File: src/hdl/bpm_pkg.sv
package bpm_pkg;

  // Configuration register indexes
  localparam logic [1:0] REG_MODE        = 2'd0;
  localparam logic [1:0] REG_PATTERN_LEN = 2'd1;
  localparam logic [1:0] REG_PATTERN_LO  = 2'd2;
  localparam logic [1:0] REG_PATTERN_HI  = 2'd3;

  // Search modes
  localparam logic [1:0] MODE_PREFIX = 2'd0;
  localparam logic [1:0] MODE_SUFFIX = 2'd1;
  localparam logic [1:0] MODE_INDEX  = 2'd2;
  localparam logic [1:0] MODE_COUNT  = 2'd3;

  localparam int CFG_IDX_W  = 2;
  localparam int CFG_DATA_W = 64;
  localparam int PLEN_W     = 5;
  localparam int POS_W      = 16;
  localparam int CNT_W      = 17;
  localparam int PAT_BYTES  = 16;

  // UTF-8 lead byte masks and tags
  localparam logic [7:0] UTF_MASK1 = 8'h80;
  localparam logic [7:0] UTF_MASK2 = 8'hE0;
  localparam logic [7:0] UTF_TAG2  = 8'hC0;
  localparam logic [7:0] UTF_MASK3 = 8'hF0;
  localparam logic [7:0] UTF_TAG3  = 8'hE0;
  localparam logic [7:0] UTF_MASK4 = 8'hF8;
  localparam logic [7:0] UTF_TAG4  = 8'hF0;

  // Per-cycle control shared by the whole cell row
  typedef struct packed {
    logic advance;   // compare against the shifted window
    logic shift_en;  // window shifts this cycle
    logic clear;     // drop all start marks
  } cell_ctrl_t;

  // Character length from a lead byte: 1..4, 0 when invalid
  function automatic logic [2:0] lead_length(input logic [7:0] b);
    logic [2:0] n;
    if ((b & UTF_MASK1) == 8'h00) begin
      n = 3'd1;
    end else if ((b & UTF_MASK2) == UTF_TAG2) begin
      n = 3'd2;
    end else if ((b & UTF_MASK3) == UTF_TAG3) begin
      n = 3'd3;
    end else if ((b & UTF_MASK4) == UTF_TAG4) begin
      n = 3'd4;
    end else begin
      n = 3'd0;
    end
    return n;
  endfunction

endpackage

File: src/hdl/bpm_cell.sv
// One window slot: holds a byte and its boundary mark, compares against
// its pattern byte.
module bpm_cell
  import bpm_pkg::*;
(
  input  logic       clk,
  input  logic       rst_n,
  input  cell_ctrl_t ctrl,
  input  logic [7:0] byte_in,
  input  logic       mark_in,
  input  logic [7:0] pat_byte,
  input  logic       use_en,
  output logic [7:0] byte_out,
  output logic       mark_out,
  output logic       mark_view,
  output logic       eq
);

  logic [7:0] byte_r;
  logic       mark_r;
  logic [7:0] byte_view;

  assign byte_view = ctrl.advance ? byte_in : byte_r;
  assign mark_view = ctrl.advance ? mark_in : mark_r;
  assign eq        = !use_en || (byte_view == pat_byte);
  assign byte_out  = byte_r;
  assign mark_out  = mark_r;

  always_ff @(posedge clk) begin
    if (!rst_n) begin
      byte_r <= 8'h00;
    end else if (ctrl.shift_en) begin
      byte_r <= byte_in;
    end
  end

  always_ff @(posedge clk) begin
    if (!rst_n || ctrl.clear) begin
      mark_r <= 1'b0;
    end else if (ctrl.shift_en) begin
      mark_r <= mark_in;
    end
  end

endmodule

File: src/hdl/byte_pattern_matcher.sv
// Channel   Direction  Transaction payload
// --------  ---------  -----------------------------------------------------
// in_       input      data_byte, last: one string byte
// out_      output     found, position, match_count, empty_pattern, too_long
// cfg_      input      index, data: configuration register write
//
// One byte per cycle while in_ready is high. The result register loads on
// the cycle a byte with last set is taken and shows the result in the
// following cycle; it holds until taken, while in_ready stays high as long
// as the result register is free or is being emptied in the same cycle.
// The cycle time is set by the row of window cells: all PATTERN_MAX byte
// compares and their AND are combinational. rst_n is synchronous; config
// and all per-string state take their reset values. cfg_ready is always high.
module byte_pattern_matcher
  import bpm_pkg::*;
#(
  parameter int PATTERN_MAX = 16,
  parameter int STRING_MAX  = 65536
) (
  input  logic                  clk,
  input  logic                  rst_n,
  // byte stream
  input  logic                  in_valid,
  output logic                  in_ready,
  input  logic [7:0]            in_data_byte,
  input  logic                  in_last,
  // result
  output logic                  out_valid,
  input  logic                  out_ready,
  output logic                  out_found,
  output logic [POS_W-1:0]      out_position,
  output logic [CNT_W-1:0]      out_match_count,
  output logic                  out_empty_pattern,
  output logic                  out_too_long,
  // configuration
  input  logic                  cfg_valid,
  output logic                  cfg_ready,
  input  logic [CFG_IDX_W-1:0]  cfg_index,
  input  logic [CFG_DATA_W-1:0] cfg_data
);

  // Offset counter reaches STRING_MAX itself; EXT_W leaves room for +1
  // and for the 16-bit position saturation compare.
  localparam int OFF_W = $clog2(STRING_MAX + 1);
  localparam int EXT_W = (OFF_W > POS_W + 1) ? OFF_W + 1 : POS_W + 2;

  // ---------------------------------------------------------------
  // Configuration
  // ---------------------------------------------------------------
  logic [1:0]            mode_r;
  logic [PLEN_W-1:0]     plen_r;
  logic [CFG_DATA_W-1:0] pat_lo_r;
  logic [CFG_DATA_W-1:0] pat_hi_r;

  assign cfg_ready = 1'b1;

  always_ff @(posedge clk) begin
    if (!rst_n) begin
      mode_r   <= MODE_INDEX;
      plen_r   <= '0;
      pat_lo_r <= '0;
      pat_hi_r <= '0;
    end else if (cfg_valid && cfg_ready) begin
      unique case (cfg_index)
        REG_MODE:        mode_r   <= cfg_data[1:0];
        REG_PATTERN_LEN: plen_r   <= cfg_data[PLEN_W-1:0];
        REG_PATTERN_LO:  pat_lo_r <= cfg_data;
        REG_PATTERN_HI:  pat_hi_r <= cfg_data;
        default: ;
      endcase
    end
  end

  // Pattern length clamped to the cell count
  logic [PLEN_W-1:0]          len_c;
  logic [8*PAT_BYTES-1:0]     pat_all;

  assign len_c   = (plen_r > PLEN_W'(PATTERN_MAX)) ? PLEN_W'(PATTERN_MAX) : plen_r;
  assign pat_all = {pat_hi_r, pat_lo_r};

  // ---------------------------------------------------------------
  // Per-string state
  // ---------------------------------------------------------------
  logic [OFF_W-1:0] offset_r;
  logic [1:0]       cbl_r;        // continuation bytes left in current char
  logic             blocked_r;    // invalid lead seen: no new starts
  logic             first_found_r;
  logic [POS_W-1:0] first_pos_r;
  logic [CNT_W-1:0] count_r;
  logic             overflow_r;

  logic in_acc;
  logic active;     // byte is inside the length limit
  logic out_valid_r;

  assign in_ready = !out_valid_r || out_ready;
  assign in_acc   = in_valid && in_ready;
  assign active   = !overflow_r && (EXT_W'(offset_r) < EXT_W'(STRING_MAX));

  logic [EXT_W-1:0] pos1;       // offset after this byte
  logic [EXT_W-1:0] off_after;
  logic [EXT_W-1:0] start_pos;

  assign pos1      = EXT_W'(offset_r) + EXT_W'(1);
  assign off_after = active ? pos1 : EXT_W'(offset_r);
  assign start_pos = pos1 - EXT_W'(len_c);

  // ---------------------------------------------------------------
  // Cell row: cell i holds window slot i (newest at 0)
  // ---------------------------------------------------------------
  cell_ctrl_t           cell_ctrl;
  logic [7:0]           win_byte [PATTERN_MAX];
  logic [PATTERN_MAX-1:0] win_mark;
  logic [PATTERN_MAX-1:0] view_mark;
  logic [PATTERN_MAX-1:0] eq_vec;
  logic                 new_mark;
  logic                 count_hit;

  genvar gi;
  generate
    for (gi = 0; gi < PATTERN_MAX; gi++) begin : g_cell
      logic [PLEN_W-1:0] pidx;
      logic [7:0]        chain_byte;
      logic              chain_mark;

      // slot i lines up with pattern byte len-1-i
      assign pidx = len_c - PLEN_W'(1) - PLEN_W'(gi);

      if (gi == 0) begin : g_head
        assign chain_byte = in_data_byte;
        assign chain_mark = new_mark;
      end else begin : g_body
        assign chain_byte = win_byte[gi-1];
        assign chain_mark = win_mark[gi-1];
      end

      bpm_cell u_cell (
        .clk       (clk),
        .rst_n     (rst_n),
        .ctrl      (cell_ctrl),
        .byte_in   (chain_byte),
        .mark_in   (chain_mark),
        .pat_byte  (pat_all[8*pidx[3:0] +: 8]),
        .use_en    (PLEN_W'(gi) < len_c),
        .byte_out  (win_byte[gi]),
        .mark_out  (win_mark[gi]),
        .mark_view (view_mark[gi]),
        .eq        (eq_vec[gi])
      );
    end
  endgenerate

  logic all_eq;
  logic match;
  logic cand;     // window start slot is a char boundary

  assign all_eq = &eq_vec;
  assign match  = active && (len_c != '0) && (pos1 >= EXT_W'(len_c)) && all_eq;

  always_comb begin
    cand = 1'b0;
    for (int i = 0; i < PATTERN_MAX; i++) begin
      if (len_c == PLEN_W'(i + 1)) begin
        cand = view_mark[i];
      end
    end
  end

  // ---------------------------------------------------------------
  // Step logic: UTF-8 boundary tracking and match bookkeeping
  // ---------------------------------------------------------------
  logic [2:0]       lead;
  logic [1:0]       cbl_step;
  logic             blk_step;
  logic             ff_step;
  logic [POS_W-1:0] fp_step;
  logic [CNT_W-1:0] cnt_step;

  assign lead = lead_length(in_data_byte);

  always_comb begin
    new_mark  = 1'b0;
    cbl_step  = cbl_r;
    blk_step  = blocked_r;
    ff_step   = first_found_r;
    fp_step   = first_pos_r;
    cnt_step  = count_r;
    count_hit = 1'b0;

    if (active) begin
      if (cbl_r == 2'd0) begin
        if (!blocked_r) begin
          if (lead == 3'd0) begin
            blk_step = 1'b1;
          end else begin
            new_mark = 1'b1;
            cbl_step = 2'(lead - 3'd1);
          end
        end
      end else begin
        cbl_step = cbl_r - 2'd1;
      end
    end

    if (match) begin
      case (mode_r)
        MODE_PREFIX: begin
          if (pos1 == EXT_W'(len_c)) begin
            ff_step = 1'b1;
          end
        end
        MODE_INDEX: begin
          if (cand && !first_found_r) begin
            ff_step = 1'b1;
            fp_step = (start_pos > EXT_W'({POS_W{1'b1}})) ? {POS_W{1'b1}}
                                                          : start_pos[POS_W-1:0];
          end
        end
        MODE_COUNT: begin
          if (cand) begin
            // restart the search right after this match
            count_hit = 1'b1;
            if (count_r != {CNT_W{1'b1}}) begin
              cnt_step = count_r + CNT_W'(1);
            end
            cbl_step = 2'd0;
            blk_step = 1'b0;
          end
        end
        default: ;
      endcase
    end
  end

  assign cell_ctrl.advance  = active;
  assign cell_ctrl.shift_en = in_acc && active;
  assign cell_ctrl.clear    = in_acc && (in_last || count_hit);

  always_ff @(posedge clk) begin
    if (!rst_n || (in_acc && in_last)) begin
      offset_r      <= '0;
      cbl_r         <= 2'd0;
      blocked_r     <= 1'b0;
      first_found_r <= 1'b0;
      first_pos_r   <= '0;
      count_r       <= '0;
      overflow_r    <= 1'b0;
    end else if (in_acc) begin
      if (active) begin
        offset_r      <= pos1[OFF_W-1:0];
        cbl_r         <= cbl_step;
        blocked_r     <= blk_step;
        first_found_r <= ff_step;
        first_pos_r   <= fp_step;
        count_r       <= cnt_step;
      end else begin
        overflow_r <= 1'b1;
      end
    end
  end

  // ---------------------------------------------------------------
  // Result formation and output register
  // ---------------------------------------------------------------
  logic             res_found;
  logic [POS_W-1:0] res_pos;
  logic [CNT_W-1:0] res_cnt;

  always_comb begin
    res_found = 1'b0;
    res_pos   = '0;
    res_cnt   = '0;
    if (len_c != '0) begin
      case (mode_r)
        MODE_PREFIX: res_found = ff_step;
        MODE_SUFFIX: res_found = (off_after >= EXT_W'(len_c)) && all_eq;
        MODE_INDEX: begin
          res_found = ff_step;
          res_pos   = ff_step ? fp_step : '0;
        end
        default: begin
          res_cnt   = cnt_step;
          res_found = (cnt_step != '0);
        end
      endcase
    end
  end

  logic             out_found_r;
  logic [POS_W-1:0] out_position_r;
  logic [CNT_W-1:0] out_match_count_r;
  logic             out_empty_r;
  logic             out_too_long_r;

  always_ff @(posedge clk) begin
    if (!rst_n) begin
      out_valid_r <= 1'b0;
    end else if (in_acc && in_last) begin
      out_valid_r <= 1'b1;
    end else if (out_ready) begin
      out_valid_r <= 1'b0;
    end
  end

  always_ff @(posedge clk) begin
    if (in_acc && in_last) begin
      out_found_r       <= res_found;
      out_position_r    <= res_pos;
      out_match_count_r <= res_cnt;
      out_empty_r       <= (len_c == '0);
      out_too_long_r    <= !active;
    end
  end

  assign out_valid         = out_valid_r;
  assign out_found         = out_found_r;
  assign out_position      = out_position_r;
  assign out_match_count   = out_match_count_r;
  assign out_empty_pattern = out_empty_r;
  assign out_too_long      = out_too_long_r;

  // ---------------------------------------------------------------
  // Assertions
  // ---------------------------------------------------------------
  // A blocked search never sits inside a multi-byte character
  a_block_on_boundary: assert property (@(posedge clk) disable iff (!rst_n)
    blocked_r |-> (cbl_r == 2'd0))
    else $error("starts blocked while inside a character");

  // The length limit flag is set only once the offset counter is full
  a_overflow_full: assert property (@(posedge clk) disable iff (!rst_n)
    overflow_r |-> (EXT_W'(offset_r) == EXT_W'(STRING_MAX)))
    else $error("overflow without full offset");

  // An empty pattern never reports a hit
  a_empty_no_hit: assert property (@(posedge clk) disable iff (!rst_n)
    (out_valid_r && out_empty_r) |-> (!out_found_r && (out_match_count_r == '0)))
    else $error("empty pattern reported a match");

  // Closing a string clears all boundary marks and the offset counter
  a_marks_cleared: assert property (@(posedge clk) disable iff (!rst_n)
    (in_acc && in_last) |=> (win_mark == '0) && (offset_r == '0))
    else $error("per-string state not cleared");

endmodule
File: config.mk
export PLATFORM = sky130hd
export DESIGN_NAME = byte_pattern_matcher
export DESIGN_NICKNAME = d
export VERILOG_FILES = /design/src/hdl/bpm_pkg.sv /design/src/hdl/bpm_cell.sv /design/src/hdl/byte_pattern_matcher.sv
export SDC_FILE = /design/constraint.sdc
export NUM_CORES = 1
export LEC_CHECK = 0
export CAP_MARGIN = 20
export CORE_MARGIN = 2
export CORE_UTILIZATION = 38
export DETAILED_ROUTE_END_ITERATION = 10
export DONT_BUFFER_PORTS = 1
export PLACE_DENSITY_LB_ADDON = 0.15
export SYNTH_ARGS = -nofsm -noshare
export SYNTH_HDL_FRONTEND = slang
export SYNTH_SLANG_ARGS = --single-unit
File: constraint.sdc
create_clock -name clk -period 9.3 [get_ports clk]
set_input_delay 1.86 -clock clk [delete_from_list [all_inputs] [get_ports clk]]
set_output_delay 1.86 -clock clk [all_outputs]
set_load 0.03 [all_outputs]
# --- Yosys cells after proc, flatten, opt, wreduce, memory -nomap -nowiden ---
# Index checks and enable logic that the tools add are counted.
totals:
  wordCells: 310
  ff_bits: 371
  memories: 0
  in_bits: 80
  mem_bits_rw: 0
  latch_bits: 0
  out_inout_bits: 39
  mem_bits_ro: 0
op_classes:
  n_lt_le_gt_ge: 21
  addsub: 21
  bitwise_logic: 2
  shifts: 16
  n_mul: 0
  n_div: 0
  n_eq_ne: 43
  reduce_logical: 70
  muxes: 88
op_table:
  columns: ["cell", "count"]
  rows:
  - ["indexed part select 128 x 8 -> 8 bit", 16]
  - ["equality test 8 bit", 16]
  - ["two-way mux 8 bit", 16]
  - ["two-way mux 17 bit", 4]
  - ["two-way mux 16 bit", 4]
  - ["two-way mux 1 bit", 50]
  - ["equality test 5 x 4 -> 1 bit, second input constant", 8]
  - ["less-than comparator 4 x 5 -> 1 bit, first input constant", 8]
  - [">= comparator 18 x 5 -> 1 bit", 2]
  - ["subtractor 4 bit, second input constant", 8]
  - ["zero test 1 bit", 21]
  - ["equality test 5 x 3 -> 1 bit, second input constant", 4]
  - ["logical OR 1 bit", 20]
  - ["less-than comparator 3 x 5 -> 1 bit, first input constant", 4]
  - ["adder 17 x 1 -> 18 bit, second input constant", 1]
  - ["equality test 18 x 5 -> 1 bit", 1]
  - ["greater-than comparator 18 x 16 -> 1 bit, second input constant", 1]
  - ["two-way mux 18 bit", 1]
  - ["subtractor 18 x 5 -> 18 bit", 1]
  - ["adder 17 x 1 -> 17 bit, second input constant", 1]
  - ["less-than comparator 17 bit, second input constant", 1]
  - ["inequality test 17 bit, second input constant", 1]
  - ["nonzero test 17 bit", 1]
  - ["AND reduction 16 bit", 1]
  - ["other kinds (30)", 70]

# --- Logic depth before layout (Yosys ltp) ---
depth:
  ltp_word: 33
  depth_mapped: 33

# --- Hierarchy ---
# A second synthesis with hierarchy kept.
unflattened:
  cells_unflattened: 2634
  area_unflattened_um2: 25062.8
modules_own_cells:
  columns: ["mod", "area_each_um2", "seq_area_each_um2", "n_inst", "cells_per_inst"]
  rows:
  - ["byte_pattern_matcher", 16694.8, 4904.7, 1, 1850]
  - ["bpm_cell", 523.0, 180.2, 16, 49]

# --- Worst setup path after synthesis ---
# OpenSTA, ideal clock, no wires.
synth_timing:
  path_type: "register to register"
  start: "register plen_r[0]"
  end: "register out_position_r[10], in the netlist out_position[10] (data pin)"
  path_buffers: 12
  stages_incl_launch_ff: 31
  setup_slack_ns: 2.091
  arrival_ns: 6.943
  t_required_ns: 9.034
  setup_time_ns: 0.266
  path_cell_list: "dfxtp_1 buf_4 nor2b_4 inv_2 buf_6 buf_6 buf_4 buf_2 buf_2 buf_1 ha_1 buf_4 inv_1 clkbuf_1 ha_1 inv_1 clkbuf_1 mux4_2 o21ai_1 a21oi_1 nor4_1 nand4_1 nor4_2 or4bb_1 a31oi_2 nand2_1 or4b_1 buf_2 buf_6 mux2_4 nor2b_1"
synth_via:
  elab_chain_len: 24
  elab_cells_between_ends: 149
  classes_between: "add/sub (17); order compare (19); eq/ne (33); shift (16); mux (25); reduce/logical (39)"
synth_lines:
  columns: ["element", "line_no", "text"]
  rows:
  - ["start: declaration", "byte_pattern_matcher.sv:51", "logic [PLEN_W-1:0] plen_r;"]
  - ["start signal: assignment", "byte_pattern_matcher.sv:66", "REG_PATTERN_LEN: plen_r <= cfg_data[PLEN_W-1:0];"]
  - ["greater-than comparator 5 bit", "byte_pattern_matcher.sv:78", "assign len_c = (plen_r > PLEN_W'(PATTERN_MAX)) ? PLEN_W'(PATTERN_MAX) : plen_r;"]
  - ["two-way mux 5 bit *", "byte_pattern_matcher.sv:78", null]
  - ["parallel branches: the longest is 22 deep, another holds subtractor 4 x 1 -> 4 bit", null, null]
  - ["end signal: assignment", "byte_pattern_matcher.sv:308", "out_position_r <= res_pos;"]
  - ["end: declaration", "byte_pattern_matcher.sv:290", "logic [POS_W-1:0] out_position_r;"]
# Every way passes the cells marked *.
# A chain may end at the register's enable or synchronous reset.

# --- Worst setup path after layout ---
layout_timing:
  start: "register plen_r[0]"
  end: "register out_found_r, in the netlist out_found (data pin)"
layout_via:
  elab_chain_len: 24
  elab_cells_between_ends: 149
  classes_between: "add/sub (16); order compare (19); eq/ne (33); shift (16); mux (25); reduce/logical (40)"
layout_lines:
  columns: ["element", "line_no", "text"]
  rows:
  - ["greater-than comparator 5 bit", "byte_pattern_matcher.sv:78", null]
  - ["two-way mux 5 bit *", "byte_pattern_matcher.sv:78", null]
  - ["parallel branches: the longest is 22 deep, another holds subtractor 4 x 1 -> 4 bit", null, null]
  - ["end signal: assignment", "byte_pattern_matcher.sv:307", "out_found_r <= res_found;"]
  - ["end: declaration", "byte_pattern_matcher.sv:289", "logic out_found_r;"]
# Marks and branches as above.

==> flow_metrics.tcl <==
set metrics [dict create \
    cts_hold_buf 0 \
    final_hold_viol_count 0 \
    crit_path_end "out_found$_SDFFCE_PP0P_" \
    grt_antenna_before_repair 0 \
    post_route_cells_drive_above_1_share_pct 9.07 \
    gpl.final_weighted_congestion 1.03 \
    reg2reg_slack_ns 1.21 \
    drv.max_cap_violation_count 0 \
    crit_cells 19 \
    critical_setup_path_kind "reg2reg" \
    yosys_warnings 0 \
    timing.critical_path.arrival_ns 8.42 \
    worst-path-buf-inv 2 \
    share_of_async_settable_or_async_resettable_flops_after_synthesis_pct 0 \
    worst-slew-pin-transition_ns 1.10 \
    io-pin-count 119 \
    finalMaxSlewViolations 0 \
    area_growth_syn_to_layout_pct 6.94 \
    post-route-period-util_pct 87.0 \
    groute.usage.overall_pct 30.5 \
    timing.critical_path.from_type "flop" \
    setup_viol_count_final 0 \
    critPathRequiredTime_ns 9.64 \
    floorplan.core_area_sq_um 71500 \
    multiInputGateArea_sq_um 18400 \
    cts_resized 0 \
    clock-sinks 371 \
    final_antenna_net_count 0 \
    clk_transition_reported_paths_ns 0.06 \
    routed_via_density 6.00 \
    initial_core_util_pct 38.4 \
    post-cts-setup-buffers 0 \
    antennaDiodeCount 0 \
    mean_routed_wirelength_per_cell_um 27.9 \
    tritoncts "yes" \
    crit_path_start "plen_r[0]$_SDFFE_PN0P_" \
    cts_htree_levels 2 \
    drt-pass1-iter-count 5 \
    avgSynthCellArea_sq_um 8.29 \
    dp_cells 4057 \
    power.density_cell_area_nw_per_um2 144 \
    grt_first_pass_wirelength_um 167000 \
    worstSetupEndpointType "flop" \
    worst_clock_skew_ns 0.0184 \
    clock_latency_at_the_later_pin_of_the_worst_skew_pair_ns 0.60 \
    pre_cts_slack_ns 1.55 \
    tritoncts.num_buffers 44 \
    detail_route.iter0.violations 2281 \
    synth-seq-area-share_pct 28.4 \
    fmax_mhz 124 \
    fp-row-count 98 \
    summed_instance_area_of_the_synthesized_netlist_sq_um 27400 \
    critical_path.reg2reg.startpoint "plen_r[0]$_SDFFE_PN0P_" \
    register_area_sq_um 7790 \
    filler_cell_count 7248 \
    port_buffers 0 \
    fp.dieW_um 273 \
    run_status "finished clean" \
    rsz0062_at_grt "false" \
    critical_path.reg2reg.endpoint "out_found$_SDFFCE_PP0P_" \
    grt_start_max_net_pins 266 \
    hpwlAfterDp_um 88100 \
    critical_path.slowest_cell "sky130_fd_sc_hd__xnor2_2" \
    vias_in_the_first_global_route 23731 \
    vdd_drop_max_mv 0.121 \
    wirelength_um 116000 \
    synth-edff-count 36 \
    synth.net_count 3422 \
    final_period_minus_worst_setup_slack_ns 8.09 \
    grt_overflow 0 \
    fin_nets 3265 \
    ff2ff_path_depth 19 \
    fin_tns_setup_ns 0 \
    critPathMaxFanout 47 \
    root_buffer_cell "sky130_fd_sc_hd__clkbuf_16" \
    clock_tree.buffer_depth 3 \
    synthCells 3310 \
    crit_path_cell_trace "nor2b_4 > inv_4 > ha_1 > xnor2_2 > ha_1 > inv_1 > mux4_2 > o21ai_1 > a21oi_1 > nor4_1 > nand4_1 > nor4_2 > or4bb_1 > a31oi_2 > and4_1 > nand2_1 > nor4_1 > mux2i_1 > o311a_1" \
    yosysUniqueCellTypes 99 \
    layout_setup_ws_ns 1.21 \
    drt_drc_violations_left 0 \
    leakagePower_nw 10.3 \
    post_layout_nonfiller_instances 4137 \
    via_count 24828 \
    worst_path_dominant_cell_family "simple AND/OR/NAND/NOR gates" \
    worst_path_largest_cell_delay_ns 0.76 \
    fp.dieH_um 273 \
    synth.ff_latch_count 371 \
    min-delay-path-class "reg2reg" \
    slew_headroom_pct 26.8 \
    synth-main-ff-cell "sky130_fd_sc_hd__dfxtp_1" \
    die-area_sq_um 74300 \
]
[flip-flops by register name, summed over array words and instances, names as in the netlist]
| name | flops |
|---|---|
| out_found | 1 |
| out_match_count | 17 |
| cbl_r | 2 |
| first_found_r | 1 |
| out_empty_pattern | 1 |
| pat_lo_r | 64 |
| first_pos_r | 16 |
| g_cell.u_cell.byte_out | 128 |
| mode_r | 2 |
| offset_r | 17 |
| out_position | 16 |
| plen_r | 5 |
| out_too_long | 1 |
| g_cell.u_cell.mark_out | 16 |
| out_valid | 1 |
| pat_hi_r | 64 |
| blocked_r | 1 |
| overflow_r | 1 |
| count_r | 17 |
[report_power, final]
part	switching (W)	internal, W	total [W]
Sequential	0.0000761	0.00165	0.00172
Clock	0.000714	0.000943	0.00166
Combinational	0.000544	0.000310	0.000854
[worst min-delay path, stage by stage, from the launching register on]
cell	delay, ns
sky130_fd_sc_hd__dfxtp_1	0.31
sky130_fd_sc_hd__nand2_1	0.05
sky130_fd_sc_hd__a21oi_1	0.05
[cells in the final DEF (no fill, tap or decap), drive strengths merged, types with 36 or more instances in the layout]
| cell | count |
|---|---|
| a21boi | 261 |
| a21oi | 110 |
| and3 | 41 |
| buf | 55 |
| clkbuf | 70 |
| dfxtp | 335 |
| edfxtp | 36 |
| inv | 36 |
| mux2 | 52 |
| mux2i | 322 |
| mux4 | 81 |
| nand2 | 777 |
| nand3 | 61 |
| nor2 | 132 |
| nor2b | 45 |
| nor3 | 51 |
| o21ai | 87 |
| xnor2 | 121 |
| xor2 | 91 |
[Yosys cell counts (all sizes together) (10+ instances only)]
| master | count | area (sq um) |
|---|---|---|
| nand3 | 61 | 305 |
| edfxtp | 36 | 1080 |
| nor3b | 15 | 118 |
| ha | 31 | 388 |
| a31oi | 31 | 200 |
| dfxtp | 335 | 6710 |
| nand2b | 11 | 68.8 |
| mux2i | 322 | 3230 |
| a21boi | 261 | 1960 |
| o22ai | 31 | 194 |
| nor3 | 51 | 260 |
| nand4 | 26 | 163 |
| a211oi | 28 | 220 |
| or3 | 10 | 62.6 |
| xnor2 | 121 | 1070 |
| nor4 | 23 | 156 |
| a22oi | 15 | 113 |
| buf | 92 | 507 |
| xor2 | 91 | 797 |
| mux4 | 81 | 1820 |
| o21ai | 87 | 435 |
| nand2 | 777 | 2930 |
| o2111ai | 15 | 131 |
| o211ai | 10 | 75.1 |
| mux2 | 52 | 623 |
| nor2b | 45 | 289 |
| nor2 | 132 | 513 |
| a21oi | 110 | 551 |
| and3 | 41 | 257 |
| and2 | 13 | 81.3 |
| clkbuf | 166 | 623 |
| inv | 36 | 135 |
[worst min path at each step]
stage | from | to | cells past startpoint
final | first_pos_r[11]$_SDFFE_PP0P_ | first_pos_r[11]$_SDFFE_PP0P_ | 2
after global placement | first_pos_r[3]$_SDFFE_PP0P_ | first_pos_r[3]$_SDFFE_PP0P_ | 2
after CTS | first_pos_r[1]$_SDFFE_PP0P_ | first_pos_r[1]$_SDFFE_PP0P_ | 2
after global routing | first_pos_r[11]$_SDFFE_PP0P_ | first_pos_r[11]$_SDFFE_PP0P_ | 2
after floorplan | first_pos_r[0]$_SDFFE_PP0P_ | first_pos_r[0]$_SDFFE_PP0P_ | 2
after detailed placement | first_pos_r[1]$_SDFFE_PP0P_ | first_pos_r[1]$_SDFFE_PP0P_ | 2
[cells by family after synthesis]
family                     share of synthesized area (%)
xor gates and xnor gates                            6.82
other                                             0.0137
buffers and inverters                               4.61
muxes                                               20.7
DFF                                                 28.4
AOI/OAI and AO/OA                                   18.1
and+or+nand+nor                                     19.9
adders and majority gates                           1.49
[layer usage]
metal	wire length [um]	global-route usage [%]	up-vias
met1	48700	39.0	12174
met4	7410	17.2	0
met3	7400	5.15	220
met5	0	0	-
li1	-	-	11467
met2	52000	48.6	967
[stage by stage]
stage	utilization [%]	cell area, sq um	hold WS (ns)	power, W
floorplan	-	27400	0.434	0.00232
global placement	39.1	28000	0.440	0.00259
detailed placement	39.1	28000	0.449	0.00259
CTS	41.0	29300	0.457	0.00426
global route	41.0	29300	0.477	0.00439
finish	41.0	29300	0.459	0.00423
[cell type report]
cell class,instances,area share (%)
Multi-Input combinational cell,2645,62.8
Sequential cell,371,26.6
Clock buffer,70,4.36
Tap cell,950,4.05
Timing Repair Buffer,55,1.45
Inverter,36,0.469
Clock inverter,10,0.277
Note: power is estimated with default switching activity, not from simulation.
